## src/design/sliding_window_min_max_voltage_macros.svh

```systemverilog
// Assertion macros shared by the sliding window min/max design
`ifndef SLIDING_WINDOW_MIN_MAX_VOLTAGE_MACROS_SVH
`define SLIDING_WINDOW_MIN_MAX_VOLTAGE_MACROS_SVH

// same-cycle implication under synchronous active-low reset
`define SWMM_ASSERT_NOW(lbl, clk, rst_n, ante, cons, msg) \
  lbl: assert property (@(posedge clk) disable iff (!rst_n) (ante) |-> (cons)) else $error(msg);

// next-cycle implication under synchronous active-low reset
`define SWMM_ASSERT_NXT(lbl, clk, rst_n, ante, cons, msg) \
  lbl: assert property (@(posedge clk) disable iff (!rst_n) (ante) |=> (cons)) else $error(msg);

`endif

```

## src/design/swmm_pkg.sv

```systemverilog
// Shared constants and types for the sliding window min/max design
`timescale 1ns / 1ps
package swmm_pkg;

  localparam int SAMPLE_W       = 16;
  localparam int VOLT_W         = 14;
  localparam int NUM_W          = 32;
  localparam int CFG_W          = 7;
  localparam int MAX_WINDOW_DEF = 64;
  localparam int VOLT_LIMIT     = 15000;

  typedef enum logic [2:0] {
    ST_ROW       = 3'd0,
    ST_INVALID   = 3'd1,
    ST_END_OK    = 3'd2,
    ST_END_WARN  = 3'd3,
    ST_END_NONE  = 3'd4,
    ST_AFTER_END = 3'd5
  } status_t;

  typedef struct packed {
    logic wr_en;
    logic rd_en;
    logic acc_init;
  } hist_ctl_t;

endpackage

```

## src/design/swmm_hist.sv

```systemverilog
// History memory with registered read and running min/max accumulator
`timescale 1ns / 1ps
module swmm_hist #(
  parameter int MAX_WINDOW = swmm_pkg::MAX_WINDOW_DEF
) (
  input  logic                              clk,
  input  logic                              rst_n,
  input  swmm_pkg::hist_ctl_t               ctl,
  input  logic [((MAX_WINDOW > 1) ? $clog2(MAX_WINDOW) : 1)-1:0] wr_addr,
  input  logic [swmm_pkg::VOLT_W-1:0]       wr_data,
  input  logic [((MAX_WINDOW > 1) ? $clog2(MAX_WINDOW) : 1)-1:0] rd_addr,
  input  logic [swmm_pkg::VOLT_W-1:0]       init_val,
  output logic [swmm_pkg::VOLT_W-1:0]       acc_min,
  output logic [swmm_pkg::VOLT_W-1:0]       acc_max
);
  import swmm_pkg::*;

  logic [VOLT_W-1:0] mem [MAX_WINDOW];
  logic [VOLT_W-1:0] rd_data_r;
  logic              rd_vld_r;
  logic [VOLT_W-1:0] min_r, max_r;

  always_ff @(posedge clk) begin
    if (ctl.wr_en) begin
      mem[wr_addr] <= wr_data;
    end
    if (ctl.rd_en) begin
      rd_data_r <= mem[rd_addr];
    end
  end

  always_ff @(posedge clk) begin
    if (!rst_n) begin
      rd_vld_r <= 1'b0;
    end else begin
      rd_vld_r <= ctl.rd_en;
    end
    if (ctl.acc_init) begin
      min_r <= init_val;
      max_r <= init_val;
    end else if (rd_vld_r && (rd_data_r != '0)) begin
      if (rd_data_r < min_r) min_r <= rd_data_r;
      if (rd_data_r > max_r) max_r <= rd_data_r;
    end
  end

  assign acc_min = min_r;
  assign acc_max = max_r;

endmodule

```

## src/design/sliding_window_min_max_voltage.sv

```systemverilog
// Top level: sliding window min/max over voltage samples
//
//  channel | direction | handshake            | payload
//  --------+-----------+----------------------+----------------------------------------
//  in      | input     | in_valid / in_stall  | in_sample
//  out     | output    | out_valid / out_stall| out_status, out_sample_number, out_value,
//          |           |                      | out_window_min, out_window_max
//  cfg     | input     | cfg_we               | cfg_wdata (window_size)
//
//  A row whose effective window is W > 1 passes through S_SCAN, S_DRAIN and S_PUSH:
//  one history read per cycle through the single memory read port, then drain and push.
//  Invalid samples, terminators, rows with W = 1 and items after the end finish in S_IDLE.
//  Reset is synchronous, active low; the history needs no clearing pass.
//  A result waits in the output register while out_stall is high; a new item is taken
//  only when the controller is idle and that register is free or being emptied.
`timescale 1ns / 1ps
`include "sliding_window_min_max_voltage_macros.svh"
module sliding_window_min_max_voltage #(
  parameter int MAX_WINDOW = swmm_pkg::MAX_WINDOW_DEF
) (
  input  logic                               clk,
  input  logic                               rst_n,
  input  logic                               in_valid,
  output logic                               in_stall,
  input  logic signed [swmm_pkg::SAMPLE_W-1:0] in_sample,
  output logic                               out_valid,
  input  logic                               out_stall,
  output swmm_pkg::status_t                  out_status,
  output logic [swmm_pkg::NUM_W-1:0]         out_sample_number,
  output logic signed [swmm_pkg::SAMPLE_W-1:0] out_value,
  output logic [swmm_pkg::VOLT_W-1:0]        out_window_min,
  output logic [swmm_pkg::VOLT_W-1:0]        out_window_max,
  input  logic                               cfg_we,
  input  logic [swmm_pkg::CFG_W-1:0]         cfg_wdata
);
  import swmm_pkg::*;

  localparam int AW = (MAX_WINDOW > 1) ? $clog2(MAX_WINDOW) : 1;
  localparam int CW = $clog2(MAX_WINDOW + 1) + 1;

  typedef enum logic [1:0] {S_IDLE, S_SCAN, S_DRAIN, S_PUSH} state_t;

  state_t               state_r, state_nxt;
  logic [CFG_W-1:0]     win_size_r, win_size_nxt;
  logic [AW-1:0]        wp_r, wp_nxt;
  logic [NUM_W-1:0]     cnt_r, cnt_nxt;
  logic                 warn_r, warn_nxt;
  logic                 fin_r, fin_nxt;
  logic [AW-1:0]        rd_addr_r, rd_addr_nxt;
  logic [CW-1:0]        rem_r, rem_nxt;
  logic [NUM_W-1:0]     job_num_r, job_num_nxt;
  logic [SAMPLE_W-1:0]  job_value_r, job_value_nxt;

  logic                 out_valid_r, out_valid_nxt;
  status_t              out_status_r, out_status_nxt;
  logic [NUM_W-1:0]     out_num_r, out_num_nxt;
  logic [SAMPLE_W-1:0]  out_value_r, out_value_nxt;
  logic [VOLT_W-1:0]    out_min_r, out_min_nxt;
  logic [VOLT_W-1:0]    out_max_r, out_max_nxt;

  hist_ctl_t            hctl;
  logic [VOLT_W-1:0]    acc_min, acc_max;

  logic                 accept, out_free;
  logic                 is_neg, is_valid;
  logic [VOLT_W-1:0]    store_val;
  logic [NUM_W-1:0]     cnt_inc;
  logic [31:0]          win32;
  logic [CW-1:0]        win_c;
  logic [AW-1:0]        wp_prev;

  assign out_free = !out_valid_r || !out_stall;
  assign in_stall = (state_r != S_IDLE) || !out_free;
  assign accept   = in_valid && !in_stall;

  assign is_neg    = in_sample[SAMPLE_W-1];
  assign is_valid  = !is_neg && (in_sample != '0) && (in_sample < SAMPLE_W'(VOLT_LIMIT));
  assign store_val = is_valid ? in_sample[VOLT_W-1:0] : '0;
  assign cnt_inc   = (cnt_r == '1) ? cnt_r : cnt_r + NUM_W'(1);
  assign wp_prev   = (wp_r == '0) ? AW'(MAX_WINDOW - 1) : wp_r - AW'(1);

  always_comb begin
    win32 = {{(32 - CFG_W){1'b0}}, win_size_r};
    if (win32 == 32'd0) win32 = 32'd1;
    if (win32 > 32'(MAX_WINDOW)) win32 = 32'(MAX_WINDOW);
    if (win32 > cnt_inc) win32 = cnt_inc;
    win_c = win32[CW-1:0];
  end

  always_comb begin
    state_nxt     = state_r;
    win_size_nxt  = cfg_we ? cfg_wdata : win_size_r;
    wp_nxt        = wp_r;
    cnt_nxt       = cnt_r;
    warn_nxt      = warn_r;
    fin_nxt       = fin_r;
    rd_addr_nxt   = rd_addr_r;
    rem_nxt       = rem_r;
    job_num_nxt   = job_num_r;
    job_value_nxt = job_value_r;
    out_valid_nxt = out_valid_r && out_stall;
    out_status_nxt = out_status_r;
    out_num_nxt   = out_num_r;
    out_value_nxt = out_value_r;
    out_min_nxt   = out_min_r;
    out_max_nxt   = out_max_r;
    hctl          = '0;

    case (state_r)
      S_IDLE: begin
        if (accept) begin
          out_value_nxt = in_sample;
          out_min_nxt   = '0;
          out_max_nxt   = '0;
          if (fin_r) begin
            out_valid_nxt  = 1'b1;
            out_status_nxt = ST_AFTER_END;
            out_num_nxt    = cnt_r;
          end else if (is_neg) begin
            fin_nxt        = 1'b1;
            out_valid_nxt  = 1'b1;
            out_num_nxt    = cnt_r;
            if (cnt_r == '0) out_status_nxt = ST_END_NONE;
            else if (warn_r) out_status_nxt = ST_END_WARN;
            else             out_status_nxt = ST_END_OK;
          end else begin
            hctl.wr_en = 1'b1;
            wp_nxt     = (wp_r == AW'(MAX_WINDOW - 1)) ? '0 : wp_r + AW'(1);
            cnt_nxt    = cnt_inc;
            if (!is_valid) begin
              warn_nxt       = 1'b1;
              out_valid_nxt  = 1'b1;
              out_status_nxt = ST_INVALID;
              out_num_nxt    = cnt_inc;
            end else if (win_c == CW'(1)) begin
              out_valid_nxt  = 1'b1;
              out_status_nxt = ST_ROW;
              out_num_nxt    = cnt_inc;
              out_min_nxt    = store_val;
              out_max_nxt    = store_val;
            end else begin
              hctl.acc_init = 1'b1;
              job_num_nxt   = cnt_inc;
              job_value_nxt = in_sample;
              rd_addr_nxt   = wp_prev;
              rem_nxt       = win_c - CW'(1);
              state_nxt     = S_SCAN;
            end
          end
        end
      end
      S_SCAN: begin
        hctl.rd_en  = 1'b1;
        rd_addr_nxt = (rd_addr_r == '0) ? AW'(MAX_WINDOW - 1) : rd_addr_r - AW'(1);
        rem_nxt     = rem_r - CW'(1);
        if (rem_r == CW'(1)) state_nxt = S_DRAIN;
      end
      S_DRAIN: begin
        state_nxt = S_PUSH;
      end
      S_PUSH: begin
        if (out_free) begin
          out_valid_nxt  = 1'b1;
          out_status_nxt = ST_ROW;
          out_num_nxt    = job_num_r;
          out_value_nxt  = job_value_r;
          out_min_nxt    = acc_min;
          out_max_nxt    = acc_max;
          state_nxt      = S_IDLE;
        end
      end
      default: begin
        state_nxt = S_IDLE;
      end
    endcase
  end

  always_ff @(posedge clk) begin
    if (!rst_n) begin
      state_r     <= S_IDLE;
      win_size_r  <= CFG_W'(1);
      wp_r        <= '0;
      cnt_r       <= '0;
      warn_r      <= 1'b0;
      fin_r       <= 1'b0;
      out_valid_r <= 1'b0;
      rem_r       <= '0;
    end else begin
      state_r     <= state_nxt;
      win_size_r  <= win_size_nxt;
      wp_r        <= wp_nxt;
      cnt_r       <= cnt_nxt;
      warn_r      <= warn_nxt;
      fin_r       <= fin_nxt;
      out_valid_r <= out_valid_nxt;
      rem_r       <= rem_nxt;
    end
    rd_addr_r    <= rd_addr_nxt;
    job_num_r    <= job_num_nxt;
    job_value_r  <= job_value_nxt;
    out_status_r <= out_status_nxt;
    out_num_r    <= out_num_nxt;
    out_value_r  <= out_value_nxt;
    out_min_r    <= out_min_nxt;
    out_max_r    <= out_max_nxt;
  end

  swmm_hist #(
    .MAX_WINDOW (MAX_WINDOW)
  ) u_hist (
    .clk      (clk),
    .rst_n    (rst_n),
    .ctl      (hctl),
    .wr_addr  (wp_r),
    .wr_data  (store_val),
    .rd_addr  (rd_addr_r),
    .init_val (store_val),
    .acc_min  (acc_min),
    .acc_max  (acc_max)
  );

  assign out_valid         = out_valid_r;
  assign out_status        = out_status_r;
  assign out_sample_number = out_num_r;
  assign out_value         = out_value_r;
  assign out_window_min    = out_min_r;
  assign out_window_max    = out_max_r;

  `SWMM_ASSERT_NOW(a_row_order, clk, rst_n, out_valid_r && (out_status_r == ST_ROW), (out_min_r <= out_max_r) && (out_min_r != '0), "row result has bad min/max")
  `SWMM_ASSERT_NOW(a_nonrow_zero, clk, rst_n, out_valid_r && (out_status_r != ST_ROW), (out_min_r == '0) && (out_max_r == '0), "non-row result carries min/max")
  `SWMM_ASSERT_NXT(a_after_end, clk, rst_n, accept && fin_r, out_valid_r && (out_status_r == ST_AFTER_END) && (out_num_r == $past(cnt_r)), "item after end not reported")
  `SWMM_ASSERT_NXT(a_scan_hold, clk, rst_n, (state_r == S_SCAN) || (state_r == S_DRAIN), in_stall && $stable(cnt_r) && $stable(wp_r), "state moved during scan")

endmodule
```

## config.mk

```make
export PLATFORM = sky130hd
export DESIGN_NAME = sliding_window_min_max_voltage
export DESIGN_NICKNAME = d
export VERILOG_FILES = /design/src/design/swmm_pkg.sv /design/src/design/swmm_hist.sv /design/src/design/sliding_window_min_max_voltage.sv
export VERILOG_INCLUDE_DIRS = /design/src /design/src/design
export SDC_FILE = /design/constraint.sdc
export NUM_CORES = 1
export LEC_CHECK = 0
export BUFFER_PORTS_ARGS = -buffer_cell sky130_fd_sc_hd__clkbuf_2
export CAP_MARGIN = 10
export CORE_MARGIN = 10
export CORE_UTILIZATION = 47
export DETAILED_ROUTE_END_ITERATION = 6
export PLACE_DENSITY = 0.68
export SETUP_SLACK_MARGIN = 0.02
export SYNTH_ARGS = -nofsm -noshare
export SYNTH_HDL_FRONTEND = slang
export SYNTH_HIERARCHICAL = 1
export SYNTH_SLANG_ARGS = --single-unit
```

## constraint.sdc

```tcl
create_clock -name clk -period 12.83 [get_ports clk]
set_input_delay 1.283 -clock clk [delete_from_list [all_inputs] [get_ports clk]]
set_output_delay 1.283 -clock clk [all_outputs]
set_load 0.01 [all_outputs]
```

==> run_results.csv <==
group,metric,value,unit
synthesis,synth_top_flop_cell,"edfxtp_1",
synthesis,synth_fp_nets,2801,
timing,rsz0062_at_grt,"no",
worst_setup_path,crit_path_end_kind,"register",
global_route,grt_max_degree,113,
die,die_y,336,um
final_layout,area_delta_synth_final,12.1,%
synthesis,synthCells,2724,
worst_setup_path,worstPathRequired,13.15,ns
detailed_routing,routedWlPerCell,27.0,um
synthesis,avgSynthCellArea,17.3,um2
synthesis,synth_commonest_cells,"edfxtp_1 (1070), mux4_2 (230), nor2_1 (171), nand2_1 (134), clkbuf_1 (76)",
worst_setup_path,worstSetupStartpointType,"register",
synthesis,yosysTopAreaCell,"edfxtp_1",
place,postPlaceCellArea,49100,um2
timing,slew_headroom,18.7,%
timing,fin_skew,0.0236,ns
timing,fmax,136,MHz
worst_setup_path,crit_path_start,"cnt_r[1]",
clock_network,numClockSinks,1129,
place,io_buffer_count,108,
global_route,grt_overflow,0,
detailed_routing,ant_nets,0,
final_layout,utilization,52.9,%
clock_network,cts_htree_levels,3,
worst_setup_path,crit_arrival,7.67,ns
power,vdd_drop_max,0.127,mV
worst_setup_path,rr_startpoint,"cnt_r[1]",
final_layout,drive_gt1_share,22.8,%
final_layout,n_fill_cell,7816,
detailed_routing,dr.pass1.iters,6,
job,drv_cap,0,
worst_setup_path,critPathSlowestCell,"or3_1",
detailed_routing,via_per_inst,6.08,
outcome,status,"completed",
hold_path,hp-start,"warn_r",
clock_network,path_clk_slew,0.06,ns
detailed_routing,drc,0,
clock_network,clk_path_buf_depth,3,
synthesis,synth_cell_types,78,
synthesis,async_flop_share,0,%
timing,finalSetupTns,0,ns
die,fp.dieW,336,um
detailed_routing,drt_iter0_drc,2870,
synthesis,synth_edf_count,1070,
global_route,first_global_vias,25800,
die,fp.dieArea,113000,um2
timing,hold_viol_final,0,
timing,fin_crit,7.34,ns
synthesis,syn_area,47100,um2
synthesis,synth_top_area_share,68.3,%
clock_network,ctsResizeCount,0,
final_layout,nNetsFinal,2938,
global_route,met2_usage,32.3,%
clock_network,clk_latency,0.71,ns
synthesis,yosysMostFrequentCell,"edfxtp_1",
global_route,use_met3,4.04,%
worst_setup_path,critical-path-max-stage-delay,0.63,ns
worst_setup_path,crit_family,"simple AND/OR/NAND/NOR gates",
worst_setup_path,path_class,"register to register",
clock_network,ctsHoldBuffers,0,
global_route,grt_pass1_wl,170000,um
worst_setup_path,path_max_fanout,17,
final_layout,fin_area,52800,um2
worst_setup_path,path_buf_inv,2,
place,globalplace.congestion,0.937,
global_route,grt_antenna_before_repair,3,
die,initial_core_util,47.2,%
timing,maxSlewViolCount,0,
power,leakagePower,16.2,nW
global_route,met1_usage,27.3,%
synthesis,yosys_warnings,6,
synthesis,yosys-top-cells-area,"edfxtp_1 (68%), mux4_2 (11%), dfxtp_1 (2.5%)",
clock_network,cts_tree,"done",
die,rows,116,
timing,tightest_slew,1.22,ns
global_route,grt_usage,20.1,%
die,pin_count,109,
synthesis,synth-seq-cells,1129,
clock_network,cts_root_buf,"clkbuf_16",
clock_network,post_cts.repair.setup_buffers,0,
detailed_routing,vias,25900,
detailed_routing,drt-total-wl,115000,um
timing,finalSetupViolations,0,
global_route,top_usage_layer,"met2",
place,dp_hpwl,72300,um
die,core_area,99700,um2
timing,period_share,57.2,%
worst_setup_path,crit_chain,"ha_1, and4_1, nand4_2, or3_1, nand2_1, xor2_1, ha_1, and4_1, o21ai_0, a21boi_0, o311ai_0, nor3_1, nand4_1, nor2_2, mux2i_1, inv_1, ha_1, and4_1, or4_4, inv_1, a41o_1",
synthesis,seq_area_frac_synth,70.8,%
power,power_density,148,nW/um2
hold_path,hold_path.class,"register to register",
clock_network,cts_buffers,113,
-- layer usage --
| metal | vias to the layer above | wire (um) |
|---|---|---|
| li1 | 11200 | - |
| met1 | 13400 | 46400 |
| met2 | 1132 | 55300 |
| met3 | 207 | 9670 |
| met4 | 2 | 3530 |
| met5 | - | 13 |
-- logic make-up (layout without fill, tap and decap cells) --
family	count (synthesis)	count (layout)	share of synthesized area, %
compound gates	307	307	4.46
xor+xnor	81	81	1.51
fa+ha+maj	49	49	1.30
buf+inv	228	462	2.36
flops	1129	1129	70.8
mux	330	330	13.2
other cells	0	1	0
simple gates	600	600	6.39
-- flip-flops by register name, indices dropped and copies added, names as in the netlist, 7 cells and up --
signal / cells
u_hist/rd_data_r: 14
u_hist/acc_min: 14
out_window_min: 14
win_size_r: 7
u_hist/acc_max: 14
job_value_r: 15
job_num_r: 32
out_value: 16
cnt_r: 32
rem_r: 8
out_window_max: 14
u_hist/mem: 896
out_sample_number: 32
-- power breakdown --
group          internal [mW]  switching [mW]
logic                  0.147           0.290
registers               4.11          0.0383
clock network           1.86            1.37
-- final timing paths --
| check | to | slack [ns] | cells past startpoint |
|---|---|---|---|
| worst max-delay path | u_hist/acc_max[10] | 5.49 | 21 |
| worst min register to register | warn_r | 0.48 | 2 |
| worst min-delay path | warn_r | 0.48 | 2 |
| worst max register to register | u_hist/acc_max[10] | 5.49 | 21 |
-- stage by stage --
step | power [mW] | hold slack [ns] | worst slack [ns] | std cells
3_3_place_gp | 4.64 | 0.451 | 5.77 | 4042
6_report | 7.81 | 0.476 | 5.49 | 4257
3_5_place_dp | 4.65 | 0.469 | 5.60 | 4042
4_1_cts | 7.85 | 0.481 | 5.61 | 4254
5_1_grt | 8.05 | 0.508 | 4.99 | 4256
2_1_floorplan | 4.48 | 0.430 | 6.24 | 2724
-- worst min-delay path: stages, from the launching register on --
cell	delay (ns)
dfxtp_1	0.33
a21oi_1	0.04
nor2_1	0.07
-- layout by cell type, fill, tap and decap left out, types with 39 or more instances in the layout --
cell type	n
clkbuf_16	115
buf_4	71
nor3_1	48
o21ai_0	60
xnor2_1	39
nand3_1	40
mux2i_1	69
nand2_1	134
xor2_1	42
dfxtp_1	59
mux4_2	230
clkbuf_2	108
a21oi_1	52
edfxtp_1	1070
ha_1	48
nor2_1	144
inv_1	64
-- final cells by class --
| cell class | instances | area, um2 | area share, % |
|---|---|---|---|
| Antenna cell | 1 | 2.50 | 0.00474 |
| Clock buffer | 142 | 3010 | 5.70 |
| Clock inverter | 70 | 639 | 1.21 |
| Inverter | 67 | 264 | 0.500 |
| Multi-Input combinational cell | 1367 | 12800 | 24.2 |
| Sequential cell | 1129 | 33300 | 63.1 |
| Tap cell | 1298 | 1620 | 3.08 |
| Timing Repair Buffer | 183 | 1150 | 2.19 |
No activity file was read; power rests on OpenSTA's default activity.
